<file path="src/mplt_pkg.sv">
// Shared types and constants of the MAC port learning table.
package mplt_pkg;

  localparam int MAC_W       = 48;
  localparam int PORT_W      = 8;
  localparam int ENTRIES_DEF = 64;
  localparam int QDEPTH      = 2;

  typedef enum logic [0:0] {
    OP_LOOKUP = 1'b0,
    OP_LEARN  = 1'b1
  } op_t;

  typedef struct packed {
    op_t               op;
    logic [MAC_W-1:0]  mac;
    logic [PORT_W-1:0] port;
  } req_t;

endpackage

</file>
<file path="src/mac_port_learning_table_unit.sv">
// Top level of the MAC port learning table.
// Each request is a lookup (report hit and stored port) or a learn (refresh the
// port of a known address, else insert into the next free slot; a learn into a
// full table is dropped and flagged with table_full). Requests are registered
// at intake and queued two deep ahead of the table engine, which searches the
// stored entries one per cycle through the single read port of the entry
// memory. A request that misses holds the engine until every stored entry has
// been compared, and its result is then registered; a hit ends the search at
// the matching slot, and an empty table goes straight to the result. A result
// that waits at the output holds the engine before it updates the table, and a
// new request is taken while a result waits at the output.
// The table is empty after reset; no clearing pass is needed.
module mac_port_learning_table_unit #(
  parameter int ENTRIES = mplt_pkg::ENTRIES_DEF
) (
  input  logic                          clk,
  input  logic                          rst_n,
  input  logic                          in_valid,
  output logic                          in_ready,
  input  logic                          in_req_type,
  input  logic [mplt_pkg::MAC_W-1:0]    in_mac,
  input  logic [mplt_pkg::PORT_W-1:0]   in_port,
  output logic                          out_valid,
  input  logic                          out_ready,
  output logic                          out_hit,
  output logic [mplt_pkg::PORT_W-1:0]   out_port_out,
  output logic                          out_table_full
);
  import mplt_pkg::*;

  logic push_valid, push_ready, pop_valid, pop_ready;
  req_t push_data, pop_data;

  mplt_front u_front (
    .clk        (clk),
    .rst_n      (rst_n),
    .in_valid   (in_valid),
    .in_ready   (in_ready),
    .in_req_type(in_req_type),
    .in_mac     (in_mac),
    .in_port    (in_port),
    .push_valid (push_valid),
    .push_ready (push_ready),
    .push_data  (push_data)
  );

  mplt_queue u_queue (
    .clk       (clk),
    .rst_n     (rst_n),
    .push_valid(push_valid),
    .push_ready(push_ready),
    .push_data (push_data),
    .pop_valid (pop_valid),
    .pop_ready (pop_ready),
    .pop_data  (pop_data)
  );

  mplt_engine #(
    .ENTRIES(ENTRIES)
  ) u_engine (
    .clk           (clk),
    .rst_n         (rst_n),
    .pop_valid     (pop_valid),
    .pop_ready     (pop_ready),
    .pop_data      (pop_data),
    .out_valid     (out_valid),
    .out_ready     (out_ready),
    .out_hit       (out_hit),
    .out_port_out  (out_port_out),
    .out_table_full(out_table_full)
  );

endmodule

</file>
<file path="src/mplt_front.sv">
// Request intake: accept, classify and stage one request for the queue.
module mplt_front (
  input  logic                          clk,
  input  logic                          rst_n,
  input  logic                          in_valid,
  output logic                          in_ready,
  input  logic                          in_req_type,
  input  logic [mplt_pkg::MAC_W-1:0]    in_mac,
  input  logic [mplt_pkg::PORT_W-1:0]   in_port,
  output logic                          push_valid,
  input  logic                          push_ready,
  output mplt_pkg::req_t                push_data
);
  import mplt_pkg::*;

  logic vld_r, vld_nxt;
  req_t req_r, req_nxt;
  logic take;

  assign in_ready   = !vld_r || push_ready;
  assign take       = in_valid && in_ready;
  assign push_valid = vld_r;
  assign push_data  = req_r;

  always_comb begin
    vld_nxt = vld_r;
    req_nxt = req_r;
    if (push_ready) begin
      vld_nxt = 1'b0;
    end
    if (take) begin
      vld_nxt      = 1'b1;
      req_nxt.op   = in_req_type ? OP_LEARN : OP_LOOKUP;
      req_nxt.mac  = in_mac;
      req_nxt.port = in_port;
    end
  end

  always_ff @(posedge clk) begin
    if (!rst_n) begin
      vld_r <= 1'b0;
    end else begin
      vld_r <= vld_nxt;
    end
  end

  always_ff @(posedge clk) begin
    req_r <= req_nxt;
  end

endmodule

</file>
<file path="src/mplt_queue.sv">
// Short request queue between intake and table engine.
module mplt_queue (
  input  logic           clk,
  input  logic           rst_n,
  input  logic           push_valid,
  output logic           push_ready,
  input  mplt_pkg::req_t push_data,
  output logic           pop_valid,
  input  logic           pop_ready,
  output mplt_pkg::req_t pop_data
);
  import mplt_pkg::*;

  localparam int PTR_W = (QDEPTH > 1) ? $clog2(QDEPTH) : 1;
  localparam int CNT_W = $clog2(QDEPTH + 1);
  localparam logic [PTR_W-1:0] LAST = PTR_W'(QDEPTH - 1);
  localparam logic [CNT_W-1:0] FULL = CNT_W'(QDEPTH);

  req_t             slots_r [QDEPTH];
  logic [PTR_W-1:0] wr_ptr_r, wr_ptr_nxt, rd_ptr_r, rd_ptr_nxt;
  logic [CNT_W-1:0] cnt_r, cnt_nxt;
  logic             push, pop;

  assign push_ready = cnt_r != FULL;
  assign pop_valid  = cnt_r != '0;
  assign pop_data   = slots_r[rd_ptr_r];
  assign push       = push_valid && push_ready;
  assign pop        = pop_valid && pop_ready;

  always_comb begin
    wr_ptr_nxt = wr_ptr_r;
    rd_ptr_nxt = rd_ptr_r;
    cnt_nxt    = cnt_r;
    if (push) begin
      wr_ptr_nxt = (wr_ptr_r == LAST) ? '0 : wr_ptr_r + PTR_W'(1);
    end
    if (pop) begin
      rd_ptr_nxt = (rd_ptr_r == LAST) ? '0 : rd_ptr_r + PTR_W'(1);
    end
    priority if (push && !pop) begin
      cnt_nxt = cnt_r + CNT_W'(1);
    end else if (pop && !push) begin
      cnt_nxt = cnt_r - CNT_W'(1);
    end
  end

  always_ff @(posedge clk) begin
    if (!rst_n) begin
      wr_ptr_r <= '0;
      rd_ptr_r <= '0;
      cnt_r    <= '0;
    end else begin
      wr_ptr_r <= wr_ptr_nxt;
      rd_ptr_r <= rd_ptr_nxt;
      cnt_r    <= cnt_nxt;
    end
  end

  always_ff @(posedge clk) begin
    if (push) begin
      slots_r[wr_ptr_r] <= push_data;
    end
  end

endmodule

</file>
<file path="src/mplt_engine.sv">
// Table engine: entry memories, linear search, update and result register.
module mplt_engine #(
  parameter int ENTRIES = mplt_pkg::ENTRIES_DEF
) (
  input  logic                          clk,
  input  logic                          rst_n,
  input  logic                          pop_valid,
  output logic                          pop_ready,
  input  mplt_pkg::req_t                pop_data,
  output logic                          out_valid,
  input  logic                          out_ready,
  output logic                          out_hit,
  output logic [mplt_pkg::PORT_W-1:0]   out_port_out,
  output logic                          out_table_full
);
  import mplt_pkg::*;

  localparam int IDX_W = $clog2(ENTRIES);
  localparam int CNT_W = $clog2(ENTRIES + 1);
  localparam logic [CNT_W-1:0] FULL_CNT = CNT_W'(ENTRIES);

  typedef enum logic [2:0] {
    ST_IDLE    = 3'b001,
    ST_SCAN    = 3'b010,
    ST_RESOLVE = 3'b100
  } state_t;

  logic [MAC_W-1:0]  key_mem  [ENTRIES];
  logic [PORT_W-1:0] port_mem [ENTRIES];
  logic [MAC_W-1:0]  rd_key_r;
  logic [PORT_W-1:0] rd_port_r;

  state_t            state_r, state_nxt;
  req_t              cur_r, cur_nxt;
  logic [CNT_W-1:0]  issue_r, issue_nxt;
  logic [CNT_W-1:0]  count_r, count_nxt;
  logic              cmp_vld_r, cmp_vld_nxt;
  logic [IDX_W-1:0]  cmp_idx_r, cmp_idx_nxt;
  logic              found_r, found_nxt;
  logic [IDX_W-1:0]  slot_r, slot_nxt;
  logic [PORT_W-1:0] fport_r, fport_nxt;
  logic              out_valid_r, out_valid_nxt;
  logic              out_hit_r, out_hit_nxt;
  logic [PORT_W-1:0] out_port_r, out_port_nxt;
  logic              out_full_r, out_full_nxt;

  logic              match, rd_en, fire;
  logic              wr_key_en, wr_port_en, ins_en;
  logic [IDX_W-1:0]  wr_addr;

  assign match     = cmp_vld_r && (rd_key_r == cur_r.mac);
  assign rd_en     = (state_r == ST_SCAN) && !match && (issue_r < count_r);
  assign fire      = (state_r == ST_RESOLVE) && (!out_valid_r || out_ready);
  assign pop_ready = state_r == ST_IDLE;

  assign out_valid      = out_valid_r;
  assign out_hit        = out_hit_r;
  assign out_port_out   = out_port_r;
  assign out_table_full = out_full_r;

  always_comb begin
    state_nxt   = state_r;
    cur_nxt     = cur_r;
    issue_nxt   = issue_r;
    count_nxt   = count_r;
    cmp_vld_nxt = rd_en;
    cmp_idx_nxt = issue_r[IDX_W-1:0];
    found_nxt   = found_r;
    slot_nxt    = slot_r;
    fport_nxt   = fport_r;
    out_hit_nxt  = out_hit_r;
    out_port_nxt = out_port_r;
    out_full_nxt = out_full_r;
    wr_key_en   = 1'b0;
    wr_port_en  = 1'b0;
    ins_en      = 1'b0;
    wr_addr     = slot_r;
    unique case (state_r)
      ST_IDLE: begin
        if (pop_valid) begin
          cur_nxt   = pop_data;
          issue_nxt = '0;
          found_nxt = 1'b0;
          state_nxt = ST_SCAN;
        end
      end
      ST_SCAN: begin
        if (rd_en) begin
          issue_nxt = issue_r + CNT_W'(1);
        end
        priority if (match) begin
          found_nxt = 1'b1;
          slot_nxt  = cmp_idx_r;
          fport_nxt = rd_port_r;
          state_nxt = ST_RESOLVE;
        end else if (!cmp_vld_r && (issue_r == count_r)) begin
          state_nxt = ST_RESOLVE;
        end
      end
      ST_RESOLVE: begin
        if (fire) begin
          state_nxt    = ST_IDLE;
          out_hit_nxt  = found_r;
          out_port_nxt = '0;
          out_full_nxt = 1'b0;
          if (cur_r.op == OP_LOOKUP) begin
            if (found_r) begin
              out_port_nxt = fport_r;
            end
          end else begin
            priority if (found_r) begin
              wr_port_en = 1'b1;
            end else if (count_r < FULL_CNT) begin
              wr_addr    = count_r[IDX_W-1:0];
              wr_key_en  = 1'b1;
              wr_port_en = 1'b1;
              ins_en     = 1'b1;
              count_nxt  = count_r + CNT_W'(1);
            end else begin
              out_full_nxt = 1'b1;
            end
          end
        end
      end
      default: begin
        state_nxt = ST_IDLE;
      end
    endcase
    out_valid_nxt = fire || (out_valid_r && !out_ready);
  end

  always_ff @(posedge clk) begin
    if (!rst_n) begin
      state_r     <= ST_IDLE;
      count_r     <= '0;
      cmp_vld_r   <= 1'b0;
      out_valid_r <= 1'b0;
    end else begin
      state_r     <= state_nxt;
      count_r     <= count_nxt;
      cmp_vld_r   <= cmp_vld_nxt;
      out_valid_r <= out_valid_nxt;
    end
  end

  always_ff @(posedge clk) begin
    cur_r      <= cur_nxt;
    issue_r    <= issue_nxt;
    cmp_idx_r  <= cmp_idx_nxt;
    found_r    <= found_nxt;
    slot_r     <= slot_nxt;
    fport_r    <= fport_nxt;
    out_hit_r  <= out_hit_nxt;
    out_port_r <= out_port_nxt;
    out_full_r <= out_full_nxt;
  end

  always_ff @(posedge clk) begin
    if (wr_key_en) begin
      key_mem[wr_addr] <= cur_r.mac;
    end
    if (wr_port_en) begin
      port_mem[wr_addr] <= cur_r.port;
    end
  end

  always_ff @(posedge clk) begin
    if (rd_en) begin
      rd_key_r  <= key_mem[issue_r[IDX_W-1:0]];
      rd_port_r <= port_mem[issue_r[IDX_W-1:0]];
    end
  end

  a_count_bound: assert property (@(posedge clk) disable iff (!rst_n)
    count_r <= FULL_CNT)
    else $error("entry count beyond table size");

  a_full_only_when_full: assert property (@(posedge clk) disable iff (!rst_n)
    out_valid_r && out_full_r |-> count_r == FULL_CNT && !out_hit_r)
    else $error("table full reported with free slots or on a hit");

  a_insert_grows: assert property (@(posedge clk) disable iff (!rst_n)
    ins_en |=> count_r == $past(count_r) + CNT_W'(1))
    else $error("insert did not advance entry count");

  a_cmp_in_scan: assert property (@(posedge clk) disable iff (!rst_n)
    cmp_vld_r |-> state_r == ST_SCAN)
    else $error("compare pending outside of scan");

endmodule
</file>
<file path="config.mk">
export PLATFORM = sky130hd
export DESIGN_NAME = mac_port_learning_table_unit
export DESIGN_NICKNAME = d
export VERILOG_FILES = /design/src/mplt_pkg.sv /design/src/mac_port_learning_table_unit.sv /design/src/mplt_front.sv /design/src/mplt_queue.sv /design/src/mplt_engine.sv
export SDC_FILE = /design/constraint.sdc
export NUM_CORES = 2
export LEC_CHECK = 0
export BUFFER_PORTS_ARGS = -buffer_cell sky130_fd_sc_hd__buf_2
export CAP_MARGIN = 20
export CORE_UTILIZATION = 63
export DETAILED_ROUTE_END_ITERATION = 12
export GPL_ROUTABILITY_DRIVEN = 0
export PLACE_DENSITY_LB_ADDON = 0.25
export SETUP_SLACK_MARGIN = 0.4
export SYNTH_ARGS = -nofsm -noshare
export SYNTH_HDL_FRONTEND = slang
export SYNTH_SLANG_ARGS = --single-unit
</file>
<file path="constraint.sdc">
create_clock -name clk -period 6.45 [get_ports clk]
set_input_delay 1.29 -clock clk [delete_from_list [all_inputs] [get_ports clk]]
set_output_delay 1.29 -clock clk [all_outputs]
set_load 0.005 [all_outputs]
</file>
**Yosys cells after proc, flatten, opt, wreduce, memory -nomap -nowiden**

Memory sizes are Yosys's and may differ from the RTL's. A register that Yosys moved wholly into a read port is not among the register bits.
Index checks and enable logic that the tools add are counted.

- Shift-type cells: 0
- Multipliers: 0
- Div/mod/pow operators: 0
- Magnitude comparators: 2
- Mux-type cells: 39
- Bitwise operators: 2
- Reductions and logical operators: 34
- $add $sub $neg: 6
- Eq/ne operators: 11

Operator list:

| kind | count |
|---|---|
| $eq 48x48->1 | 1 |
| $mux 6 | 5 |
| $mux 1 | 23 |
| $add 7x1->7 const B | 2 |
| $mux 7 | 2 |
| $pmux 7 s2 | 1 |
| $mux 3 | 4 |
| $logic_and 1x1->1 | 11 |
| $pmux 3 s3 | 1 |
| $reduce_and 3->1 | 3 |
| $ne 2x1->1 const B | 4 |
| $reduce_bool 2->1 | 4 |
| $eq 7x7->1 | 1 |
| $logic_not 1->1 | 7 |
| $lt 7x7->1 | 1 |
| $lt 7x7->1 const B | 1 |
| $reduce_and 2->1 | 3 |
| $reduce_and 5->1 | 1 |
| $mux 2 | 2 |
| $reduce_or 2->1 | 2 |
| $eq 3x1->1 const B | 1 |
| $eq 3x2->1 const B | 1 |
| $eq 3x3->1 const B | 1 |
| $logic_or 1x1->1 | 3 |
| other kinds (7) | 9 |

- Memories: 3
- Memory bits (writable): 3698
- Latch bits: 0
- Flip-flop bits (word level): 112
- Word-level logic and storage cells: 116
- Output and inout port bits: 12
- ROM bits: 0
- Input bits: 61

Memories:

| memory | words | width | read ports | clocked after memory_dff | wr ports | line | RTL |
|---|---|---|---|---|---|---|---|
| u_engine.key_mem | 64 | 48 | 1 | 1 | 1 | mplt_engine.sv:28 | `logic [MAC_W-1:0] key_mem [ENTRIES];` |
| u_engine.port_mem | 64 | 8 | 1 | 1 | 1 | mplt_engine.sv:29 | `logic [PORT_W-1:0] port_mem [ENTRIES];` |
| u_queue.slots_r | 2 | 57 | 1 | 1 | 1 | mplt_queue.sv:19 | `req_t slots_r [QDEPTH];` |

**Depth between registers and ports, before layout**

- Depth in word-level cells: 8
- Gate-level depth with buffers: 15
- Mapped depth without buffers: 8

**Cells and area by module**

From an unflattened synthesis, not the netlist that was laid out.

- Cell total of the unflattened synthesis: 6693
- Area total of the unflattened synthesis: 149324.5 sq um

Modules (own cells, without submodules):

| module | times used | area each (sq um) | cells an instance |
|---|---|---|---|
| mplt_engine | 1 | 143196.1 | 6430 |
| mplt_queue | 1 | 4359.2 | 201 |
| mplt_front | 1 | 1769.2 | 62 |

**Worst setup path before layout**

No wires, ideal clock.

- Path kind: reg2reg
- Start point: register u_engine.issue_r[0]
- End point: register u_engine.rd_key_r[0] (read register of u_engine.key_mem) (enable)
- Path slack: 1169 ps
- Data required time: 5980 ps
- Stages on the path, launching flop included: 16
- Period minus slack after synthesis: 5281 ps
- Path buffers: 7
- Arrival time: 4811 ps
- Path through: edfxtp_1 buf_4 buf_6 buf_4 buf_4 buf_4 inv_2 buf_2 buf_1 ha_1 nor2b_1 o21ai_0 nand2b_1 a21oi_1 o21ai_0 nor2_1

- Longest elaborated chain between the ends: 2

Ends and longest elaborated chain:

| element | line | RTL |
|---|---|---|
| start: declaration | mplt_engine.sv:35 | `logic [CNT_W-1:0] issue_r, issue_nxt;` |
| start signal: assignment | mplt_engine.sv:148 | `issue_r <= issue_nxt;` |
| $lt 7x7->1 | mplt_engine.sv:52 | `assign rd_en = (state_r == ST_SCAN) && !match && (issue_r < count_r);` |
| $logic_and 1x1->1 | mplt_engine.sv:52 |  |
| named net u_engine.cmp_vld_nxt | mplt_engine.sv:37 | `logic cmp_vld_r, cmp_vld_nxt;` |
| end: declaration | mplt_engine.sv:30 | `logic [MAC_W-1:0] rd_key_r;` |

The timed path passes the listed nets, and every way through them passes these cells.
A chain may end at the register's enable or synchronous reset.

**Final worst setup path**

- Start point: register u_engine.state_r[1]
- End point: memory u_engine.key_mem[3][43] (enable)

- Longest elaborated chain between the ends: 6
- Elaborated cells between the ends (all ways): 8
- Classes of those cells: eq/ne (1); mux (6); reduce/logical (1)

Ends and longest elaborated chain:

| element | line | RTL |
|---|---|---|
| start: declaration | mplt_engine.sv:33 | `state_t state_r, state_nxt;` |
| start signal: assignment | mplt_engine.sv:139 | `state_r <= state_nxt;` |
| $eq 3x3->1 (*) | mplt_engine.sv:53, mplt_engine.sv:78 |  |
| $logic_and 1x1->1 | mplt_engine.sv:53 | `assign fire = (state_r == ST_RESOLVE) && (!out_valid_r \|\| out_ready);` |
| $mux 1 | mplt_engine.sv:101 | `if (fire) begin` |
| $mux 1 | mplt_engine.sv:78 | `unique case (state_r)` |
| $mux 1 | mplt_engine.sv:159 | `if (wr_key_en) begin` |
| $mux 1 (implied by the code) | mplt_engine.sv:160 | `key_mem[wr_addr] <= cur_r.mac;` |
| end: declaration | mplt_engine.sv:28 |  |

Every way passes the cells marked *; elsewhere a longest branch is shown, timed or not.

==> results.cfg <==
[run_status]
run_status = finished clean

[floorplan]
core_area_um2 = 233000
chipWidth_um = 488
die_area_um2 = 238000
die_h_um = 488
io-pin-count = 73
start_util_pct = 63.7
num_rows = 177

[cts]
htree_levels = 5
cts_setup_buffers = 0
cts_tree = built
cts.repair.resized = 0
cts-hold-fix-buffers = 0
cts_root_buffer = sky130_fd_sc_hd__clkbuf_16
clk_pin_slew_worst_paths_ps = 60
clock_sinks = 3923
clkLatencyLatePin_ps = 1000
cts-root-to-sink-buffers = 4
cts-buffers-inserted = 388

[global_routing]
grt_max_degree = 116
grt_pass1_wl_mm = 532
number_of_antenna_violations_at_the_first_check_in_global_routing = 12
first_global_vias = 71300
gr-total-overflow = 0
grt_usage_pct = 32.2

[sta]
final-setup-viol-count = 0
drv_slew = 0
final_min_period_over_clock_period_pct = 84.4
rsz0062_at_grt = no
finalWorstPathRequiredPeriod_ps = 5440
tns_ps = 0
max_slew_margin_pct = 24.0
finalWorstSetupSlack_ps = 1010
max_clock_freq_mhz = 184
timing_worst_slew_pin_value_ps = 1130
skew_ps = 84.3
timing_hold_violations_final = 0

[placement]
place_worst_setup_slack_ps = 264
port_buffers = 72
detailed_place_hpwl_mm = 215

[cells_and_area]
nNetsFinal = 6818
area_growth_pct = 11.9
register_area_um2 = 118000
layout.filler_cells = 12900
multi_input_area_um2 = 30000
drive_gt1_share_pct = 28.1
layout.core_utilization_pct = 71.2

[power]
power_dens_cells_nw_per_um2 = 408
switching_share_pct = 28.5
sequentialPowerShare_pct = 45.6
comb_power_share_pct = 22.5
net-switching-power_w = 0.0193
power_leakage_nw = 52.0
p_int_w = 0.0485
irDropWorstVdd_v = 0.000469
power.share.clock_pct = 32.0

[yosys]
yosys_most_used_dff = sky130_fd_sc_hd__edfxtp_1
syn-mean-instance-area_um2 = 23.4
edff_count_synth = 3900
syn_inst = 6350
mappedNetlistNets = 6421
yosys.cell_types.count = 56
synth-seq-area-share_pct = 79.1
synth_seq_cells = 3923
syn_area_um2 = 149000
async_reset_ff_share_pct = 0
synth-warning-count = 0

[critical_path]
timing.critical_path.slowest_stage_cell = sky130_fd_sc_hd__a21oi_1
worst_setup_path_start_kind = register
crit_type = reg2reg
crit_fanout = 23
required_ps = 7120
setup.worst_path.end_class = register
ordered_cell_list_for_the_critical_path = nor3b_1 -> nand4_1 -> a21oi_1 -> nand2_1 -> nor2_4 -> buf_4
cp.arrival_ps = 6110
critPathMaxStageDelay_ps = 1130

[routing]
drt_pre_antenna_iters = 7
route.detailed.vias_per_inst = 7.03
routed-via-count = 71500
drtAntennaViolNets = 0
drt_iter0_markers = 10600
routed_wl_mm = 375
routedWlPerCell_um = 36.9
detail_route.drc_violations = 0

[run]
max_cap_violations = 0

[worst_hold_path]
type_of_the_most_critical_hold_path = reg2reg
-- worst max-delay path, delay by kind of cell, from the launching register on --
family / cells / cell delay [ps]
flops: 1 / 370
simple gates: 4 / 3160
buf+inv: 1 / 400
compound gates: 1 / 1130
-- cells by family (layout without fill, tap and decap cells) --
kind of cell / after synthesis / in the layout / synth area share (%)
other: 0 / 4 / 0
DFF: 3923 / 3923 / 79.1
xor gates and xnor gates: 60 / 60 / 0.354
AOI/OAI and AO/OA: 314 / 314 / 1.54
and+or+nand+nor: 496 / 496 / 1.45
buffers and inverters: 345 / 1028 / 1.07
adders and majority gates: 10 / 10 / 0.0842
muxes: 1202 / 1202 / 16.4
-- path summary, 6_finish.rpt --
kind | from | end | slack, ps | cells past startpoint
setup / recovery | u_engine.state_r[1] | u_engine.key_mem[3][43] | 1010 | 6
setup reg to reg | u_engine.state_r[1] | u_engine.key_mem[3][43] | 1010 | 6
hold / removal | u_engine.cmp_idx_r[4] | u_engine.slot_r[4] | 400 | 0
hold reg to reg | u_engine.cmp_idx_r[4] | u_engine.slot_r[4] | 400 | 0
-- stage by stage --
stage	cell area (µm²)	cells	hold WS, ps	power, W
global placement	154000	9489	387	0.0463
global route	166000	10200	408	0.0694
detailed placement	154000	9489	393	0.0466
CTS	166000	10200	402	0.0680
finish	166000	10200	404	0.0678
floorplan	149000	6350	369	0.0407
-- registers in the layout (all words and copies together) (netlist names) --
name                     cells
u_engine.key_mem          3072
u_engine.port_mem          512
u_queue.slots_r            114
u_engine.cur_r              57
u_front.push_data           57
u_engine.rd_key_r           48
u_engine.fport_r             8
u_engine.out_port_out        8
u_engine.rd_port_r           8
u_engine.count_r             7
u_engine.issue_r             7
u_engine.cmp_idx_r           6
u_engine.slot_r              6
u_engine.state_r             3
u_queue.cnt_r                2
u_engine.cmp_vld_r           1
u_engine.found_r             1
u_engine.out_hit             1
u_engine.out_table_full      1
u_engine.out_valid           1
u_front.push_valid           1
u_queue.rd_ptr_r             1
u_queue.wr_ptr_r             1
-- power by group through the flow --
stage	combinational [W]	sequential, W	clock, W
floorplan	0.00826	0.0324	0
global placement	0.0149	0.0314	0
detailed placement	0.0151	0.0314	0
CTS	0.0153	0.0309	0.0218
global route	0.0157	0.0309	0.0227
finish	0.0153	0.0309	0.0217
-- cell usage in the layout, fill, tap and decap left out, types with 15 or more instances in the layout --
master                       netlist  routed
sky130_fd_sc_hd__buf_12            0      29
sky130_fd_sc_hd__mux4_2          977     977
sky130_fd_sc_hd__clkbuf_16         0     392
sky130_fd_sc_hd__nor2_1          171     104
sky130_fd_sc_hd__clkbuf_1        126      74
sky130_fd_sc_hd__nand2_1         203     203
sky130_fd_sc_hd__dfxtp_1          23      22
sky130_fd_sc_hd__xor2_1           23      23
sky130_fd_sc_hd__edfxtp_1       3900    3900
sky130_fd_sc_hd__a22oi_1          53      53
sky130_fd_sc_hd__mux2_2           58      58
sky130_fd_sc_hd__buf_4            30     226
sky130_fd_sc_hd__clkinv_2          0      73
sky130_fd_sc_hd__a221o_1          62      62
sky130_fd_sc_hd__o21ai_0          35      35
sky130_fd_sc_hd__a31oi_1          28      28
sky130_fd_sc_hd__inv_1            23      22
sky130_fd_sc_hd__nor2_4            0      67
sky130_fd_sc_hd__and2_1           17      15
sky130_fd_sc_hd__a221oi_1         27      27
sky130_fd_sc_hd__clkinv_1          0      73
sky130_fd_sc_hd__a21oi_1          50      50
sky130_fd_sc_hd__mux2i_1         167     167
sky130_fd_sc_hd__clkinvlp_4        0      16
sky130_fd_sc_hd__nand3_1          28      28
sky130_fd_sc_hd__xnor2_1          37      37
sky130_fd_sc_hd__buf_2           126      72
sky130_fd_sc_hd__bufinv_16         0      32
-- layer usage --
metal | GRT usage (%) | up-vias | part of all wire, %
met1 | 44.3 | 37800 | 35
met4 | 15.3 | 8 | 5.5
li1 | - | 27800 | -
met5 | 0 | - | 0.072
met2 | 51.2 | 5080 | 49
met3 | 5.41 | 822 | 10
-- layout make-up --
class / instances / share of cell area (%)
multi-input combinational: 2082 / 18.0
sequential: 3923 / 70.7
clock inverter: 205 / 1.12
antenna: 4 / 0.00602
timing repair buffer: 327 / 1.59
clock buffer: 471 / 6.11
tap: 3132 / 2.36
inverter: 25 / 0.0632
-- synthesized netlist by cell type (27+ instances only) --
cell type	number	area share [%]
sky130_fd_sc_hd__a21oi_1	50	0.17
sky130_fd_sc_hd__a221o_1	62	0.42
sky130_fd_sc_hd__a221oi_1	27	0.16
sky130_fd_sc_hd__a22oi_1	53	0.27
sky130_fd_sc_hd__a31oi_1	28	0.12
sky130_fd_sc_hd__buf_1	34	0.086
sky130_fd_sc_hd__buf_2	126	0.42
sky130_fd_sc_hd__buf_4	30	0.15
sky130_fd_sc_hd__clkbuf_1	126	0.32
sky130_fd_sc_hd__edfxtp_1	3900	79
sky130_fd_sc_hd__mux2_2	58	0.44
sky130_fd_sc_hd__mux2i_1	167	1.1
sky130_fd_sc_hd__mux4_2	977	15
sky130_fd_sc_hd__nand2_1	203	0.51
sky130_fd_sc_hd__nand3_1	28	0.094
sky130_fd_sc_hd__nor2_1	171	0.43
sky130_fd_sc_hd__o21ai_0	35	0.12
sky130_fd_sc_hd__xnor2_1	37	0.22
Power figures use the tool's default switching activity.
